$ cat src/rtl/shs_pkg.sv
// Package with shared constants and types for the string hash set.
package shs_pkg;

   localparam int MaxSlotsDefault   = 1024;
   localparam int StartSlotsDefault = 8;
   localparam int MaxKeyCharsDefault = 8;
   localparam logic [7:0] MultReset = 8'd71;

   localparam logic [1:0] FUNC_ADD   = 2'd0;
   localparam logic [1:0] FUNC_CHECK = 2'd1;
   localparam logic [1:0] FUNC_DEL   = 2'd2;
   localparam logic [1:0] FUNC_NONE  = 2'd3;

   localparam logic [1:0] ST_EMPTY = 2'd0;
   localparam logic [1:0] ST_LIVE  = 2'd1;
   localparam logic [1:0] ST_TOMB  = 2'd2;

   typedef struct packed {
      logic [3:0] len;
      logic [1:0] status;
   } meta_type;

   typedef struct packed {
      logic       start;
      logic [63:0] key;
      logic [3:0] len;
      logic [7:0] mult;
   } hash_req_type;

endpackage

$ cat src/rtl/shs_hash.sv
// Iterative Horner hash unit: one key byte per cycle.
module shs_hash
   import shs_pkg::*;
(
   input  logic         clock,
   input  logic         reset,
   input  hash_req_type hreq,
   output logic         done,
   output logic [63:0]  hash
);

   logic [63:0] h_ff, h_in;
   logic [63:0] key_ff, key_in;
   logic [3:0]  cnt_ff, cnt_in;
   logic [7:0]  mult_ff, mult_in;
   logic        busy_ff, busy_in;
   logic [71:0] prod;

   assign prod = h_ff * mult_ff;

   always_comb begin
      h_in = h_ff;
      key_in = key_ff;
      cnt_in = cnt_ff;
      mult_in = mult_ff;
      busy_in = busy_ff;
      if (hreq.start) begin
         h_in = '0;
         key_in = hreq.key;
         cnt_in = hreq.len;
         mult_in = hreq.mult;
         busy_in = 1'b1;
      end else if (busy_ff) begin
         if (cnt_ff == 4'd0) begin
            busy_in = 1'b0;
         end else begin
            h_in = prod[63:0] + {56'd0, key_ff[7:0]};
            key_in = {8'd0, key_ff[63:8]};
            cnt_in = cnt_ff - 4'd1;
         end
      end
   end

   assign done = busy_ff && (cnt_ff == 4'd0);
   assign hash = h_ff;

   always_ff @(posedge clock) begin
      if (reset) begin
         busy_ff <= 1'b0;
      end else begin
         busy_ff <= busy_in;
      end
      h_ff <= h_in;
      key_ff <= key_in;
      cnt_ff <= cnt_in;
      mult_ff <= mult_in;
   end

endmodule

$ cat config.mk
export PLATFORM = sky130hd
export DESIGN_NAME = shs_hash
export DESIGN_NICKNAME = d
export VERILOG_FILES = /design/src/rtl/shs_pkg.sv /design/src/rtl/shs_hash.sv
export SDC_FILE = /design/constraint.sdc
export NUM_CORES = 1
export LEC_CHECK = 0
export ABC_AREA = 1
export BUFFER_PORTS_ARGS = -buffer_cell sky130_fd_sc_hd__clkbuf_2
export CORE_MARGIN = 1.5
export CORE_UTILIZATION = 40
export CTS_CLUSTER_SIZE = 8
export DETAILED_ROUTE_END_ITERATION = 10
export REMOVE_ABC_BUFFERS = 1
export SLEW_MARGIN = 20
export SYNTH_ARGS = -nofsm -noshare
export SYNTH_HDL_FRONTEND = slang
export SYNTH_SLANG_ARGS = --single-unit
$ cat constraint.sdc
create_clock -name clock -period 5.1 [get_ports clock]
set_input_delay 0.51 -clock clock [delete_from_list [all_inputs] [get_ports clock]]
set_output_delay 0.51 -clock clock [all_outputs]
set_load 0.005 [all_outputs]
==> results.py <==
metrics = {
    "run_status": {
        "status": "finished, final reports clean",
    },
    "timing": {
        "min_period_ps": 4930,
        "max_slew_margin_pct": 26.7,
        "tightest_slew_ps": 1100,
        "timing.final.ws_setup_ps": 175,
        "fin_worst_skew_ps": 19.8,
        "finalSetupViolCount": 0,
        "fin_crit_sh_pct": 96.6,
        "slew_violations": 0,
        "max_freq_ghz": 0.203,
        "hold_viol": 0,
        "rsz0062_at_grt": "yes",
    },
    "final_layout": {
        "final_core_util_pct": 44.1,
        "area_growth_pct": 9.16,
        "nNetsFinal": 4343,
        "drive_gt1_share_pct": 8.41,
        "fill_cells": 6540,
        "final_cells": 4584,
    },
    "worst_setup_path": {
        "critPathMaxStageDelay_ps": 520,
        "worst-endpoint-required_ps": 5450,
        "crit_fanout": 34,
        "startpoint_type": "flip-flop",
        "critical_path_class": "reg -> reg",
        "cp.arrival_ps": 5270,
        "r2r.worst_path.cells": 24,
        "timing.rr.end": "hash[36]",
        "cpMostUsedCell": "nand2_1",
        "slowest_stage": "fa_1",
        "worstSetupEndpointType": "flip-flop",
        "regToRegStartpoint": "mult_ff[2]",
        "cp_num_buf_inv": 7,
        "rrSetupSlack_ps": 170,
        "critPathTopFamily": "adder cells",
        "crit_chain": "buf_12 -> nand2_1 -> inv_1 -> fa_1 -> fa_1 -> fa_1 -> inv_1 -> fa_1 -> inv_1 -> ha_1 -> nand2_2 -> inv_1 -> nand2_1 -> nand3_1 -> nand2_1 -> nand2_1 -> inv_1 -> nand3_2 -> nand2_1 -> nand2_1 -> nand2_1 -> nand3_1 -> nand2_1 -> inv_1",
    },
    "logic_synthesis": {
        "synth_compound_area_share_pct": 2.90,
        "synth_xor_area_share_pct": 1.09,
        "synth_edf_count": 76,
        "yosys_most_used_dff": "edfxtp_1",
        "async_flop_share_pct": 0,
        "synth-seq-cells": 141,
        "syn-cell-area_um2": 24800,
        "synth_cell_types": 38,
        "ys.warnings.count": 0,
        "synthMuxAreaShare_pct": 0,
        "syn_avg_cell_area_um2": 6.66,
        "synth-seq-area-share_pct": 14.4,
        "synthCells": 3728,
        "yosys.area_share.simple_pct": 25.7,
        "synth_top_family_by_area": "adder cells",
        "synth_fa_ha_area_share_pct": 35.1,
    },
    "drt": {
        "drt_iter0_drc": 1131,
        "vias_per_cell": 4.53,
        "ant_nets": 0,
        "vias": 20800,
        "first_pass_iters": 5,
        "totalWireLength_um": 65400,
        "wl_per_cell_um": 14.3,
        "drc": 0,
    },
    "global_routing": {
        "grt_pass1_wl_um": 109000,
        "grt_pass1_vias": 21200,
        "grt_overflow_total": 0,
        "antenna_found_initial": 2,
        "track_usage_pct": 21.6,
        "grt_max_degree": 100,
    },
    "floorplan": {
        "die-area_um2": 63600,
        "core_area_um2": 61500,
        "die_x_um": 252,
        "start_util_pct": 40.4,
        "ioPinCount": 144,
        "fp.dieH_um": 252,
        "fp-row-count": 91,
    },
    "place": {
        "dp_hpwl_um": 54000,
        "dp_slack_ps": 75.5,
        "dp_cells": 4551,
        "place.gp.congestion": 0.992,
        "numPortBuffers": 143,
    },
    "clock_network": {
        "clk_pin_slew_ps": 60,
        "ctsHoldBuffers": 0,
        "clk_latency_ps": 450,
        "cts_root_buf": "clkbuf_16",
        "clockBufferDepth": 2,
        "clock_sinks": 141,
        "cts_htree_levels": 4,
        "tritoncts": "yes",
        "numCtsBuffers": 17,
    },
    "hold_path": {
        "hold_depth": 2,
        "min_from": "reset",
        "hold_end": "busy_ff",
        "worstHoldPathType": "in -> reg",
    },
    "run": {
        "max_cap_violations": 0,
    },
}
## Yosys cell counts, types with 6 or more instances
library cell	n	area, µm²
a21oi_1	48	240
a21oi_2	6	52.6
buf_1	13	48.8
buf_2	13	65.1
clkbuf_1	121	454
dfxtp_1	65	1300
edfxtp_1	76	2280
fa_1	355	7110
ha_1	129	1610
inv_1	1216	4560
inv_2	6	22.5
nand2_1	1196	4490
nand2_2	24	150
nand3_1	89	445
nand3_2	12	120
nand4_1	18	113
nor2_1	177	664
nor2_2	27	169
nor3_1	10	50.1
nor3_2	7	70.1
o21ai_0	47	235
o21ai_1	10	50.1
o21bai_1	9	67.6
xnor2_1	7	61.3
xor2_1	24	210
## cell usage in the layout (no fill, tap or decap), drive strengths merged, types with 54 or more instances in the layout
cell	instances
o21ai	57
inv	1227
a21oi	54
ha	129
edfxtp	76
nand3	101
nor2	206
clkbuf	161
nand2	1220
dfxtp	65
fa	355
## sequential cells by signal (all words and copies together), names as in the netlist
name / flops
hash: 64
mult_ff: 8
cnt_ff: 4
key_ff: 64
busy_ff: 1
## final cells by class
type | count | area [µm²] | share of cell area, %
clock inverters | 13 | 129 | 0.476
inverters | 1223 | 4590 | 16.9
repair buffers | 180 | 1190 | 4.38
flip-flops and latches | 141 | 3580 | 13.2
clock buffers | 19 | 433 | 1.60
diodes | 1 | 2.50 | 0.00923
well taps | 790 | 988 | 3.65
multi-input cells | 2217 | 16200 | 59.7
## logic make-up after synthesis
kind of cell               after synthesis
xor gates and xnor gates                31
buffers and inverters                 1370
AOI/OAI and AO/OA                      130
adders and majority gates              484
and+or+nand+nor                       1572
DFF                                    141
## worst register-to-register path, cell delays in order, from the launching register on
cell      delay [ps]
edfxtp_1         460
buf_12           200
nand2_1          150
inv_1             60
fa_1             500
fa_1             520
fa_1             500
inv_1             60
fa_1             480
inv_1             50
ha_1             360
nand2_2          160
inv_1             50
nand2_1           60
nand3_1          150
nand2_1          110
nand2_1          140
inv_1            120
nand3_2          180
nand2_1          180
nand2_1           70
nand2_1           50
nand3_1           80
nand2_1          110
inv_1             40
## routing by layer
layer	share of wire [%]	vias to the layer above	GRT usage, %
li1	-	10500	-
met5	0	-	0
met2	48	361	36.8
met1	46	9850	29.0
met3	3.5	71	2.38
met4	2.4	0	6.14
## what timing repair did
| item | 4_1_cts | 5_1_grt |
|---|---|---|
| buffers inserted | 0 | 0 |
| setup endpoints to repair | 0 | 17 |
| gates resized for setup | 0 | 25 |
## worst max-delay path by stage
| stage | cells after the start | startpoint | end |
|---|---|---|---|
| 2_1_floorplan | 7 | cnt_ff[0] | cnt_ff[0] |
| 3_3_place_gp | 24 | mult_ff[5] | hash[60] |
| 3_5_place_dp | 24 | mult_ff[5] | hash[60] |
| 4_1_cts | 24 | mult_ff[5] | hash[60] |
| 5_1_grt | 21 | mult_ff[2] | hash[60] |
| 6_report | 24 | mult_ff[2] | hash[36] |
## per-stage QoR
stage                     TNS, ps  instance area [µm²]  hold slack (ps)
after detailed placement        0                26400              495
after global routing        -45.2                27100              213
after global placement          0                26400              491
after floorplan           -209220                24300              487
final                           0                27100              222
after CTS                       0                27000              212
Power is left out: the tool's default activity adds up to more than one toggle a clock period on the data nets, which glitch-free logic cannot reach.
